--- src/design/itoa_pkg.sv ---
package itoa_pkg;

  localparam int DATA_W          = 32;
  localparam int RADIX_W         = 6;
  localparam int STEP_W          = $clog2(DATA_W);
  localparam int DIGIT_SLOTS_DEF = 32;

  localparam logic [RADIX_W-1:0] RADIX_MIN   = RADIX_W'(2);
  localparam logic [RADIX_W-1:0] RADIX_MAX   = RADIX_W'(36);
  localparam logic [RADIX_W-1:0] RADIX_DEC   = RADIX_W'(10);
  localparam logic [RADIX_W-1:0] RADIX_RESET = RADIX_W'(10);

  localparam logic [7:0] CHAR_ZERO  = 8'h30;
  localparam logic [7:0] CHAR_A     = 8'h41;
  localparam logic [7:0] CHAR_MINUS = 8'h2D;

  typedef enum logic [2:0] {
    ST_IDLE,
    ST_START,
    ST_WAIT,
    ST_SIGN,
    ST_READ,
    ST_SEND
  } state_t;

  function automatic logic [7:0] digit_char(input logic [RADIX_W-1:0] d);
    logic [7:0] d8;
    d8 = {{(8-RADIX_W){1'b0}}, d};
    if (d < RADIX_DEC) begin
      return CHAR_ZERO + d8;
    end
    return CHAR_A + (d8 - {{(8-RADIX_W){1'b0}}, RADIX_DEC});
  endfunction

  function automatic logic [RADIX_W-1:0] clamp_radix(input logic [RADIX_W-1:0] r);
    if (r < RADIX_MIN) begin
      return RADIX_MIN;
    end
    if (r > RADIX_MAX) begin
      return RADIX_MAX;
    end
    return r;
  endfunction

endpackage

--- src/design/itoa_in_if.sv ---
interface itoa_in_if;
  logic                          valid;
  logic                          ready;
  logic [itoa_pkg::DATA_W-1:0]   value;

  modport source (output valid, output value, input ready);
  modport sink   (input valid, input value, output ready);
endinterface

--- src/design/itoa_out_if.sv ---
interface itoa_out_if;
  logic       valid;
  logic       ready;
  logic [7:0] character;
  logic       last;

  modport source (output valid, output character, output last, input ready);
  modport sink   (input valid, input character, input last, output ready);
endinterface

--- src/design/itoa_div.sv ---
// Restoring divider, one quotient bit per cycle.
module itoa_div (
  input  logic                           clk,
  input  logic                           rst_n,
  input  logic                           start,
  input  logic [itoa_pkg::DATA_W-1:0]    dividend,
  input  logic [itoa_pkg::RADIX_W-1:0]   divisor,
  output logic                           done,
  output logic [itoa_pkg::DATA_W-1:0]    quotient,
  output logic [itoa_pkg::RADIX_W-1:0]   remainder
);

  logic                           busy_r;
  logic                           done_r;
  logic [itoa_pkg::STEP_W-1:0]    cnt_r;
  logic [itoa_pkg::DATA_W-1:0]    quo_r;
  logic [itoa_pkg::RADIX_W-1:0]   rem_r;
  logic [itoa_pkg::RADIX_W-1:0]   div_r;

  logic [itoa_pkg::RADIX_W:0]     trial;
  logic [itoa_pkg::RADIX_W:0]     diff;
  logic                           fits;

  assign trial = {rem_r, quo_r[itoa_pkg::DATA_W-1]};
  assign fits  = trial >= {1'b0, div_r};
  assign diff  = trial - {1'b0, div_r};

  always_ff @(posedge clk) begin
    if (!rst_n) begin
      busy_r <= 1'b0;
      done_r <= 1'b0;
      cnt_r  <= '0;
    end else begin
      done_r <= 1'b0;
      if (start) begin
        busy_r <= 1'b1;
        cnt_r  <= '0;
      end else if (busy_r) begin
        cnt_r <= cnt_r + 1'b1;
        if (cnt_r == itoa_pkg::STEP_W'(itoa_pkg::DATA_W - 1)) begin
          busy_r <= 1'b0;
          done_r <= 1'b1;
        end
      end
    end
  end

  always_ff @(posedge clk) begin
    if (start) begin
      quo_r <= dividend;
      rem_r <= '0;
      div_r <= divisor;
    end else if (busy_r) begin
      quo_r <= {quo_r[itoa_pkg::DATA_W-2:0], fits};
      rem_r <= fits ? diff[itoa_pkg::RADIX_W-1:0] : trial[itoa_pkg::RADIX_W-1:0];
    end
  end

  assign done      = done_r;
  assign quotient  = quo_r;
  assign remainder = rem_r;

endmodule

--- src/design/integer_to_base_ascii_top.sv ---
// Integer to ASCII text converter in a programmable base.
// in_ch: one signed 32-bit value per item. out_ch: one ASCII character per
// item, most significant first, last set on the final character. A leading
// '-' is sent only for negative values in base 10; other bases print the
// magnitude. Zero gives "0".
// cfg_we/cfg_wdata write the radix (reset 10); values below 2 act as 2 and
// values above 36 act as 36. Write it only while the block is idle.
// Sequence: digits come from one shared bit-serial divider, 32 steps per
// digit, and each digit goes into the digit store on hand-off. After the
// last digit a minus sign, if any, is loaded first; then each character
// takes a store read, then a load of the output register. in_ch.ready is
// high only between items. The output register holds the last character
// while the next value is already being converted.
// A stalled receiver holds the block in its sign or send phase; nothing is lost.
// Reset (rst_n low, synchronous) empties the output register, idles the
// sequencer and sets the radix to 10. The digit store needs no clearing.
module integer_to_base_ascii_top #(
  parameter int DIGIT_SLOTS = itoa_pkg::DIGIT_SLOTS_DEF
) (
  input  logic                          clk,
  input  logic                          rst_n,
  itoa_in_if.sink                       in_ch,
  itoa_out_if.source                    out_ch,
  input  logic                          cfg_we,
  input  logic [itoa_pkg::RADIX_W-1:0]  cfg_wdata
);

  localparam int CNT_W = $clog2(DIGIT_SLOTS + 1);
  localparam int IDX_W = $clog2(DIGIT_SLOTS);

  itoa_pkg::state_t               state_r, state_nxt;
  logic [itoa_pkg::RADIX_W-1:0]   radix_r;
  logic [itoa_pkg::RADIX_W-1:0]   base_r, base_nxt;
  logic [itoa_pkg::DATA_W-1:0]    mag_r, mag_nxt;
  logic [CNT_W-1:0]               count_r, count_nxt;
  logic                           minus_r, minus_nxt;

  logic                           out_valid_r;
  logic [7:0]                     out_char_r;
  logic                           out_last_r;
  logic                           out_load;
  logic [7:0]                     out_char_nxt;
  logic                           out_last_nxt;
  logic                           slot_free;

  logic                           div_start;
  logic                           div_done;
  logic [itoa_pkg::DATA_W-1:0]    div_quo;
  logic [itoa_pkg::RADIX_W-1:0]   div_rem;

  logic [itoa_pkg::RADIX_W-1:0]   digit_mem [DIGIT_SLOTS];
  logic [itoa_pkg::RADIX_W-1:0]   rd_data_r;
  logic                           mem_we;
  logic                           rd_en;
  logic [IDX_W-1:0]               rd_addr;
  logic [CNT_W-1:0]               count_dec;

  logic [itoa_pkg::RADIX_W-1:0]   in_base;
  logic                           in_neg;

  itoa_div u_div (
    .clk       (clk),
    .rst_n     (rst_n),
    .start     (div_start),
    .dividend  (mag_r),
    .divisor   (base_r),
    .done      (div_done),
    .quotient  (div_quo),
    .remainder (div_rem)
  );

  assign slot_free = !out_valid_r || out_ch.ready;
  assign in_base   = itoa_pkg::clamp_radix(radix_r);
  assign in_neg    = in_ch.value[itoa_pkg::DATA_W-1];
  assign count_dec = count_r - 1'b1;
  assign rd_addr   = count_dec[IDX_W-1:0];

  always_comb begin
    state_nxt    = state_r;
    base_nxt     = base_r;
    mag_nxt      = mag_r;
    count_nxt    = count_r;
    minus_nxt    = minus_r;
    in_ch.ready  = 1'b0;
    div_start    = 1'b0;
    mem_we       = 1'b0;
    rd_en        = 1'b0;
    out_load     = 1'b0;
    out_char_nxt = itoa_pkg::CHAR_MINUS;
    out_last_nxt = 1'b0;
    case (state_r)
      itoa_pkg::ST_IDLE: begin
        in_ch.ready = 1'b1;
        if (in_ch.valid) begin
          base_nxt  = in_base;
          mag_nxt   = in_neg ? (~in_ch.value + 1'b1) : in_ch.value;
          minus_nxt = in_neg && (in_base == itoa_pkg::RADIX_DEC);
          count_nxt = '0;
          state_nxt = itoa_pkg::ST_START;
        end
      end
      itoa_pkg::ST_START: begin
        div_start = 1'b1;
        state_nxt = itoa_pkg::ST_WAIT;
      end
      itoa_pkg::ST_WAIT: begin
        if (div_done) begin
          mem_we    = 1'b1;
          mag_nxt   = div_quo;
          count_nxt = count_r + 1'b1;
          if (div_quo != '0 && count_r != CNT_W'(DIGIT_SLOTS - 1)) begin
            state_nxt = itoa_pkg::ST_START;
          end else if (minus_r) begin
            state_nxt = itoa_pkg::ST_SIGN;
          end else begin
            state_nxt = itoa_pkg::ST_READ;
          end
        end
      end
      itoa_pkg::ST_SIGN: begin
        if (slot_free) begin
          out_load     = 1'b1;
          out_char_nxt = itoa_pkg::CHAR_MINUS;
          out_last_nxt = 1'b0;
          minus_nxt    = 1'b0;
          state_nxt    = itoa_pkg::ST_READ;
        end
      end
      itoa_pkg::ST_READ: begin
        rd_en     = 1'b1;
        state_nxt = itoa_pkg::ST_SEND;
      end
      itoa_pkg::ST_SEND: begin
        if (slot_free) begin
          out_load     = 1'b1;
          out_char_nxt = itoa_pkg::digit_char(rd_data_r);
          out_last_nxt = (count_r == CNT_W'(1));
          count_nxt    = count_dec;
          state_nxt    = (count_r == CNT_W'(1)) ? itoa_pkg::ST_IDLE : itoa_pkg::ST_READ;
        end
      end
      default: begin
        state_nxt = itoa_pkg::ST_IDLE;
      end
    endcase
  end

  always_ff @(posedge clk) begin
    if (!rst_n) begin
      state_r     <= itoa_pkg::ST_IDLE;
      radix_r     <= itoa_pkg::RADIX_RESET;
      mag_r       <= '0;
      count_r     <= '0;
      minus_r     <= 1'b0;
      out_valid_r <= 1'b0;
    end else begin
      state_r <= state_nxt;
      mag_r   <= mag_nxt;
      count_r <= count_nxt;
      minus_r <= minus_nxt;
      if (cfg_we) begin
        radix_r <= cfg_wdata;
      end
      if (out_load) begin
        out_valid_r <= 1'b1;
      end else if (out_ch.ready) begin
        out_valid_r <= 1'b0;
      end
    end
  end

  always_ff @(posedge clk) begin
    base_r <= base_nxt;
    if (out_load) begin
      out_char_r <= out_char_nxt;
      out_last_r <= out_last_nxt;
    end
  end

  always_ff @(posedge clk) begin
    if (mem_we) begin
      digit_mem[count_r[IDX_W-1:0]] <= div_rem;
    end
    if (rd_en) begin
      rd_data_r <= digit_mem[rd_addr];
    end
  end

  assign out_ch.valid     = out_valid_r;
  assign out_ch.character = out_char_r;
  assign out_ch.last      = out_last_r;

  a_done_in_wait: assert property (@(posedge clk) disable iff (!rst_n)
    div_done |-> state_r == itoa_pkg::ST_WAIT)
    else $error("divider result outside wait state");

  a_count_bound: assert property (@(posedge clk) disable iff (!rst_n)
    count_r <= CNT_W'(DIGIT_SLOTS))
    else $error("digit count beyond store depth");

  a_accept_starts: assert property (@(posedge clk) disable iff (!rst_n)
    (in_ch.valid && in_ch.ready) |=> (state_r == itoa_pkg::ST_START && count_r == '0))
    else $error("accepted item did not start conversion");

  a_last_ends: assert property (@(posedge clk) disable iff (!rst_n)
    (out_load && out_last_nxt) |=> (state_r == itoa_pkg::ST_IDLE && count_r == '0))
    else $error("final character did not return to idle");

endmodule

--- src/flat_wrapper.sv ---
// flat-port wrapper written by rule: the top's interface ports become plain ports
module integer_to_base_ascii_top_flat 
#(
  parameter int DIGIT_SLOTS = itoa_pkg::DIGIT_SLOTS_DEF
)
  (clk, rst_n, cfg_we, cfg_wdata, in_ch_valid, in_ch_value, in_ch_ready, out_ch_valid, out_ch_character, out_ch_last, out_ch_ready);
  itoa_in_if in_ch_i ();
  itoa_out_if out_ch_i ();
  input  logic clk;
  input  logic rst_n;
  input  logic cfg_we;
  input  logic [itoa_pkg::RADIX_W-1:0] cfg_wdata;
  input wire logic [$bits(in_ch_i.valid)-1:0] in_ch_valid;
  input wire logic [$bits(in_ch_i.value)-1:0] in_ch_value;
  output wire logic [$bits(in_ch_i.ready)-1:0] in_ch_ready;
  output wire logic [$bits(out_ch_i.valid)-1:0] out_ch_valid;
  output wire logic [$bits(out_ch_i.character)-1:0] out_ch_character;
  output wire logic [$bits(out_ch_i.last)-1:0] out_ch_last;
  input wire logic [$bits(out_ch_i.ready)-1:0] out_ch_ready;
  assign in_ch_i.valid = in_ch_valid;
  assign in_ch_i.value = in_ch_value;
  assign in_ch_ready = in_ch_i.ready;
  assign out_ch_valid = out_ch_i.valid;
  assign out_ch_character = out_ch_i.character;
  assign out_ch_last = out_ch_i.last;
  assign out_ch_i.ready = out_ch_ready;
  integer_to_base_ascii_top #(.DIGIT_SLOTS(DIGIT_SLOTS)) u_core (.clk(clk), .rst_n(rst_n), .in_ch(in_ch_i), .out_ch(out_ch_i), .cfg_we(cfg_we), .cfg_wdata(cfg_wdata));
endmodule
--- config.mk ---
export PLATFORM = sky130hd
export DESIGN_NAME = integer_to_base_ascii_top_flat
export DESIGN_NICKNAME = d
export VERILOG_FILES = /design/src/design/itoa_pkg.sv /design/src/design/itoa_in_if.sv /design/src/design/itoa_out_if.sv /design/src/design/itoa_div.sv /design/src/design/integer_to_base_ascii_top.sv /design/src/flat_wrapper.sv
export SDC_FILE = /design/constraint.sdc
export NUM_CORES = 1
export LEC_CHECK = 0
export BUFFER_PORTS_ARGS = -buffer_cell sky130_fd_sc_hd__buf_2
export CAP_MARGIN = 10
export CORE_MARGIN = 2
export CORE_UTILIZATION = 60
export DETAILED_ROUTE_END_ITERATION = 6
export PLACE_DENSITY = 0.84
export SYNTH_ARGS = -nofsm -noshare
export SYNTH_HDL_FRONTEND = slang
export SYNTH_SLANG_ARGS = --single-unit
--- constraint.sdc ---
create_clock -name clk -period 5.29 [get_ports clk]
set_input_delay 1.3225 -clock clk [delete_from_list [all_inputs] [get_ports clk]]
set_output_delay 1.3225 -clock clk [all_outputs]
set_load 0.01 [all_outputs]
==> summary.txt, run 1 <==
Run status
  – Status: finished, final reports clean

Clock network
  – CTS Buf Count: 31
  – CTS Root Cell: clkbuf_16
  – Max clock buf depth: 3
  – Reg clk slew, reported paths: 0.06 ns
  – Post-CTS sizing: 0
  – H-tree levels: 1
  – Post-CTS setup buffers: 0
  – Worst-Skew Late Latency: roughly 0.58 ns
  – TritonCTS clock tree: yes
  – CTS Hold Bufs: 0
  – Clk sinks: 313

STA
  – Layout Skew: roughly 0.036 ns
  – Finish-stage setup viols: 0
  – Slew HR: 0.1655
  – Worst-margin pin slew: 1.250 ns
  – Final Hold Fails: 0
  – Setup TNS: 0 ns
  – Unrepaired setup endpoints after global routing: false
  – Fin crit share: 0.5941
  – Final critical-path required period: 3.143 ns
  – Fmax: 0.3182 GHz
  – Fin. max-slew vios: 0

Pwr
  – Sequential Power Share: 0.490
  – Pwr dens: 413.7 mW/mm^2
  – Switching Share: 0.2786
  – Max VDD drop: 0.2886 mV
  – Pleak: 5.351 nW
  – Clock power frac: 0.334
  – Int Power: 4.643 mW
  – Switch Pwr: 1.793 mW
  – Gate power share: 0.175

Synthesis
  – EDFF count, synth: roughly 250
  – Yosys cell types: 65
  – Leading area contributor after synthesis: edfxtp_1
  – Synth top area share: 0.5378
  – Syn_area_per_cell: 12.88 sq um
  – Register area share after synthesis: 0.6263
  – Cells after Synth: 1,088
  – Synth top area cells: edfxtp_1, dfxtp_1, mux4_2
  – Ys flop type: edfxtp_1
  – Flops & latches, synth: 313
  – Mapped cell area: 0.01402 sq mm
  – Yosys warns: 0
  – Async SR Flop Fraction: 0
  – Net Count, Synth: about 1,200

Hold path
  – Worst Min Path Start: u_core.base_r[4]
  – HP Class: register to register
  – Hold depth: 0
  – Hold path endpoint: u_core.u_div.div_r[4]

Worst setup path
  – Setup CP Type: register to register
  – R2R Path Start: u_core.count_r[0]
  – R2R cell count: 7
  – Worst Path Arrival: 3.44 ns
  – Reg-to-reg setup timing slack: 2.15 ns
  – CP Data Required Time: about 5.6 ns
  – Crit path capture type: register
  – Capture point of the worst reg-to-reg path: u_core.rd_data_r[0]
  – Crit start category: register
  – Critical path fanouts, max: 54

Layout
  – # fillers: approximately 1,500
  – Area growth, synth to finish: 11.00%
  – ANT cells: 0
  – Final nets: 1,191
  – Highest-count cells in the layout ignoring fill and taps: edfxtp_1, nand2_1, nor2_1
  – Share of layout cells above drive strength 1: 0.1620
  – Most common cell after layout, fill and taps aside: edfxtp_1
  – Design Area, Final: 0.01556 sq mm

Floorplanning
  – # rows: between 50 and 60
  – Die Y-Extent: approximately 160 microns
  – Io pins: 54
  – Placeable core area: 0.02278 sq mm
  – Initial Utilization: 0.6153
  – DIE AREA: 0.02460 sq mm
  – Die width: around 160 microns

GRT
  – First-pass GRT wire length: 49.29 mm
  – GRT Overall Usage: 0.2612
  – Vias in the first global route: 8,978
  – Initial antenna violation count: 0
  – Largest net degree at the start of global routing: 55
  – Global route overflow: 0

Place
  – Post-DP Area: 0.01457 sq mm
  – PortBufs: 53
  – GP Congestion: 0.8795
  – Post-DP HPWL: 19.48 mm

Routing
  – Routed wire length per instance: 21.35 microns
  – Final ANT Viol Nets: 0
  – Vias after detailed routing: 9,167
  – Vias per inst: 6.249
  – Post-Route WL: 31.32 mm
  – Drt drc: 0
  – First-pass DRT Iterations: 6
  – DR iter-0 viols: 861

Run
  – Max Cap Violations: 0
[worst max-delay path, stage by stage (launching register included)]
cell     delay [ns]
dfxtp_4        0.34
buf_4          0.77
nor3_1         0.23
xnor2_2        0.88
buf_4          0.33
nor2_1         0.08
a21oi_1        0.15
o21ai_0        0.09
[stage by stage]
| step | total power [mW] | util | setup WS (ns) | hold slack [ns] | std cells |
|---|---|---|---|---|---|
| floorplan | 3.924 | - | 2.338 | 0.4003 | 1088 |
| global placement | 4.252 | 0.6398 | 2.040 | 0.4012 | 1409 |
| detailed placement | 4.310 | 0.6398 | 2.037 | 0.4045 | 1409 |
| CTS | 6.443 | 0.6830 | 2.132 | 0.4192 | 1467 |
| global route | 6.672 | 0.6830 | 1.882 | 0.4237 | 1467 |
| finish | 6.436 | 0.6830 | 2.147 | 0.4188 | 1467 |
[synth_stat cells, drive strengths merged (4+ instances only)]
cell    number
a31oi        4
nor4        12
nand2b      12
mux2         7
nand3b       6
inv         26
nor2        90
a21oi       34
clkbuf      48
ha          18
nand4        6
buf         12
nand2      169
mux2i       30
dfxtp       62
o221ai       7
xnor2       25
edfxtp     251
nor2b        7
a211oi       4
and2        11
a21boi       9
o22ai        9
o31ai       14
nor3        10
o211ai      17
nand3       29
xor2        21
and3         4
o21ai       43
mux4        48
or4          5
[layer usage]
layer,up-vias,track usage,share of wire,wire (microns)
met5,-,0,0,0
met4,0,0.1083,0.041,1279
met3,97,0.03711,0.074,2318
met2,458,0.4499,0.51,15900
li1,4134,-,-,-
met1,4478,0.3342,0.38,11820
[logic make-up after synthesis]
family / count (synthesis) / share of synthesized area
adders and majority gates: 19 / 0.01750
and+or+nand+nor: 378 / 0.1253
AOI/OAI and AO/OA: 160 / 0.07365
muxes: 85 / 0.1042
DFF: 313 / 0.6263
xor gates and xnor gates: 46 / 0.02875
buffers and inverters: 87 / 0.02428
[sequential cells by signal, indices dropped and copies added (netlist names)]
signal                   cells
u_core.count_r               6
u_core.base_r                6
u_core.out_ch.valid          1
u_core.rd_data_r             6
u_core.u_div.quotient       32
u_core.u_div.done            1
u_core.out_ch.character      8
u_core.state_r               3
u_core.out_ch.last           1
u_core.u_div.remainder       6
u_core.digit_mem           192
u_core.radix_r               6
u_core.minus_r               1
u_core.u_div.cnt_r           5
u_core.mag_r                32
u_core.u_div.div_r           6
u_core.u_div.busy_r          1
[cell type report]
cell class                      count  area, sq um  area share
Clock buffer                       42        817.0     0.05252
Timing Repair Buffer               68        377.9     0.02429
Multi-Input combinational cell    688         4920      0.3162
Clock inverter                     16        167.7     0.01078
Inverter                           27        101.3    0.006514
Sequential cell                   313         8782      0.5645
Tap cell                          313        391.6     0.02517
[worst max-delay path by stage]
stage	from	to	slack [ns]	cells after the start
4_1_cts	u_core.count_r[0]	u_core.rd_data_r[0]	2.13	7
2_1_floorplan	u_core.count_r[0]	u_core.rd_data_r[0]	2.34	10
6_report	u_core.count_r[0]	u_core.rd_data_r[0]	2.15	7
3_5_place_dp	in_ch_value[18]	u_core.mag_r[27]	2.04	7
3_3_place_gp	in_ch_value[18]	u_core.mag_r[27]	2.04	7
5_1_grt	u_core.count_r[0]	u_core.rd_data_r[2]	1.88	7
[power by group through the flow]
| stage | combinational (mW) | sequential, mW | clock, mW |
|---|---|---|---|
| floorplan | 0.697 | 3.23 | 0 |
| CTS | 1.12 | 3.15 | 2.17 |
| global route | 1.24 | 3.17 | 2.26 |
| global placement | 1.06 | 3.19 | 0 |
| finish | 1.13 | 3.16 | 2.15 |
| detailed placement | 1.11 | 3.20 | 0 |
(Power assumes the default switching activity.)
==> inputs of run 2 (changes only) <==
==> constraint.sdc (replaced) <==
create_clock -name clk -period 3.17 [get_ports clk]
set_input_delay 0.7925 -clock clk [delete_from_list [all_inputs] [get_ports clk]]
set_output_delay 0.7925 -clock clk [all_outputs]
set_load 0.01 [all_outputs]
==> run 2 against run 1 <==
Flip-flop and latch count unchanged. Die area unchanged. Global-route usage fell by 0.32 points. Non-clock buffer count up 9. Largest power group unchanged. First-iteration DRC count increased by 15%.
==> summary.txt, run 2 (same netlist as run 1, synthesis figures left out) <==
STA
  – Layout Skew: 0.02289 ns (was 0.03603 ns)
  – Final critical-path required period: 2.729 ns (was 3.143 ns)
  – Slew HR: 0.4601 (was 0.1655)
  – Fin. max-slew vios: 0 (unchanged)
  – Finish-stage setup viols: 0 (unchanged)
  – Hold_ws: 0.4170 ns (was 0.4188 ns)
  – Worst setup margin: 0.4407 ns (was 2.147 ns)
  – Unrepaired setup endpoints after global routing: false (unchanged)
  – Worst-margin pin slew: 0.8069 ns (was 1.250 ns)
  – Fmax: 0.3664 GHz (was 0.3182 GHz)
  – Fin crit share: 0.8610 (was 0.5941)
  – Final Hold Fails: 0 (unchanged)
  – Setup TNS: 0 ns (unchanged)

GRT
  – GR met3 Demand/Resource: 0.03877 (was 0.03711)
  – Global route overflow: 0 (unchanged)
  – First-pass GRT wire length: 48.42 mm (was 49.29 mm)
  – Most Used Layer, Global Route: met2 (unchanged)
  – Grt met1 use: 0.3379 (was 0.3342)
  – Initial antenna violation count: 0 (unchanged)
  – Met2 Track Usage GR: 0.4307 (was 0.4499)
  – Largest net degree at the start of global routing: 43 (was 55)
  – Vias in the first global route: 8,850 (was 8,978)
  – GRT Overall Usage: 0.2580 (was 0.2612)

Place
  – Post-DP HPWL: 19.65 mm (was 19.48 mm)
  – GP Congestion: 0.9222 (was 0.8795)
  – PortBufs: 53 (unchanged)
  – Pre-CTS WS: 0.3981 ns (was 2.037 ns)

Routing
  – First-pass DRT Iterations: 5 (was 6)
  – Routed wire length per instance: 20.96 microns (was 21.35 microns)
  – DR iter-0 viols: 990 (was 861)
  – Drt drc: 0 (unchanged)
  – Vias after detailed routing: 9,183 (was 9,167)
  – Vias per inst: 6.213 (was 6.249)
  – Final ANT Viol Nets: 0 (unchanged)
  – Post-Route WL: 30.97 mm (was 31.32 mm)

Pwr
  – Pwr dens: 703.7 mW/mm^2 (was 413.7 mW/mm^2)
  – Max VDD drop: 0.6165 mV (was 0.2886 mV)
  – Clock power frac: 0.352 (was 0.334)
  – Sequential Power Share: 0.471 (was 0.490)
  – Pleak: 5.460 nW (was 5.351 nW)
  – Gate power share: 0.178 (was 0.175)
  – Int Power: 7.971 mW (was 4.643 mW)
  – Switching Share: 0.2815 (was 0.2786)
  – Switch Pwr: 3.123 mW (was 1.793 mW)

Floorplanning
  – Initial Utilization: 0.6153 (unchanged)
  – Die width: 156.8 microns (unchanged)
  – Io pins: 54 (unchanged)
  – Die Y-Extent: 156.8 microns (unchanged)
  – DIE AREA: 0.02460 sq mm (unchanged)
  – Placeable core area: 0.02278 sq mm (unchanged)
  – # rows: 55 (unchanged)

Clock network
  – Post-CTS sizing: 0 (unchanged)
  – TritonCTS clock tree: yes (unchanged)
  – CTS Buf Count: 34 (was 31)
  – CTS Root Cell: clkbuf_16 (unchanged)
  – Max clock buf depth: 3 (unchanged)
  – Clk sinks: 313 (unchanged)
  – Worst-Skew Late Latency: 0.53 ns (was 0.58 ns)
  – H-tree levels: 2 (was 1)
  – Reg clk slew, reported paths: 0.06 ns (about the same)
  – CTS Hold Bufs: 0 (unchanged)
  – Post-CTS setup buffers: 0 (unchanged)

Layout
  – Share of layout cells above drive strength 1: 0.1794 (was 0.1620)
  – Highest-count cells in the layout ignoring fill and taps: edfxtp_1, nand2_1, nor2_1 (unchanged)
  – Most common cell after layout, fill and taps aside: edfxtp_1 (unchanged)
  – Area growth, synth to finish: 12.48% (was 11.00%)
  – Final nets: 1,203 (was 1,191)
  – Max reg flops: 192 (unchanged)
  – ANT cells: 0 (unchanged)

Worst setup path
  – CP Data Required Time: 3.37 ns (was 5.59 ns)
  – Crit path capture type: register (unchanged)
  – Critical path fanouts, max: 22 (was 54)
  – Setup CP Type: register to register (unchanged)
  – Crit start category: register (unchanged)
  – Worst Path Arrival: 2.92 ns (was 3.44 ns)

Run
  – Max Cap Violations: 0 (unchanged)

Hold path
  – HP Class: register to register (unchanged)

Run status
  – Status: finished, final reports clean (unchanged)
[run 2: area by class of cell]
class / instances / area (sq um)
Timing Repair Buffer: 77 / 470.5
Tap cell: 313 / 391.6
Clock buffer: 38 / 907.1
Clock inverter: 22 / 192.7
Sequential cell: 313 / 8782
Multi-Input combinational cell: 688 / 4920
Inverter: 27 / 101.3
Fill cell: 1437 / 7013
[run 2: per-stage QoR]
step	cells	instance area [sq um]	power, mW	util
6_report	1478	15770	11.09	0.6921
5_1_grt	1478	15770	11.48	0.6921
4_1_cts	1478	15770	11.10	0.6921
3_5_place_dp	1418	14670	7.238	0.6438
3_3_place_gp	1418	14670	7.162	0.6438
2_1_floorplan	1088	14020	6.549	-
[run 2: routing by layer]
| metal | vias to the layer above | part of all wire |
|---|---|---|
| met3 | 90 | 0.072 |
| li1 | 4147 | - |
| met1 | 4486 | 0.39 |
| met4 | 0 | 0.039 |
| met2 | 460 | 0.50 |
| met5 | - | 0 |
[run 2: critical path, cell delays in order, from the launching register on]
cell and delay (ns):
dfxtp_1 0.47, inv_1 0.14, ha_2 0.57, buf_12 0.24, mux4_2 0.32, mux2_2 0.29
a21oi_1 0.17, o21ai_0 0.19
[run 2: power by group through the flow]
stage / registers [mW] / clock network [mW] / logic [mW]
after floorplan: 5.38 / 0 / 1.16
after global placement: 5.29 / 0 / 1.87
after detailed placement: 5.30 / 0 / 1.94
after CTS: 5.22 / 3.93 / 1.96
after global routing: 5.25 / 4.08 / 2.15
final: 5.22 / 3.90 / 1.97
[run 2: final timing paths]
check | end | startpoint | depth (start not counted) | slack, ns
min reg2reg | u_core.u_div.div_r[0] | u_core.base_r[0] | 0 | 0.42
max | u_core.rd_data_r[3] | u_core.count_r[1] | 7 | 0.44
max reg2reg | u_core.rd_data_r[3] | u_core.count_r[1] | 7 | 0.44
min | u_core.u_div.div_r[0] | u_core.base_r[0] | 0 | 0.42
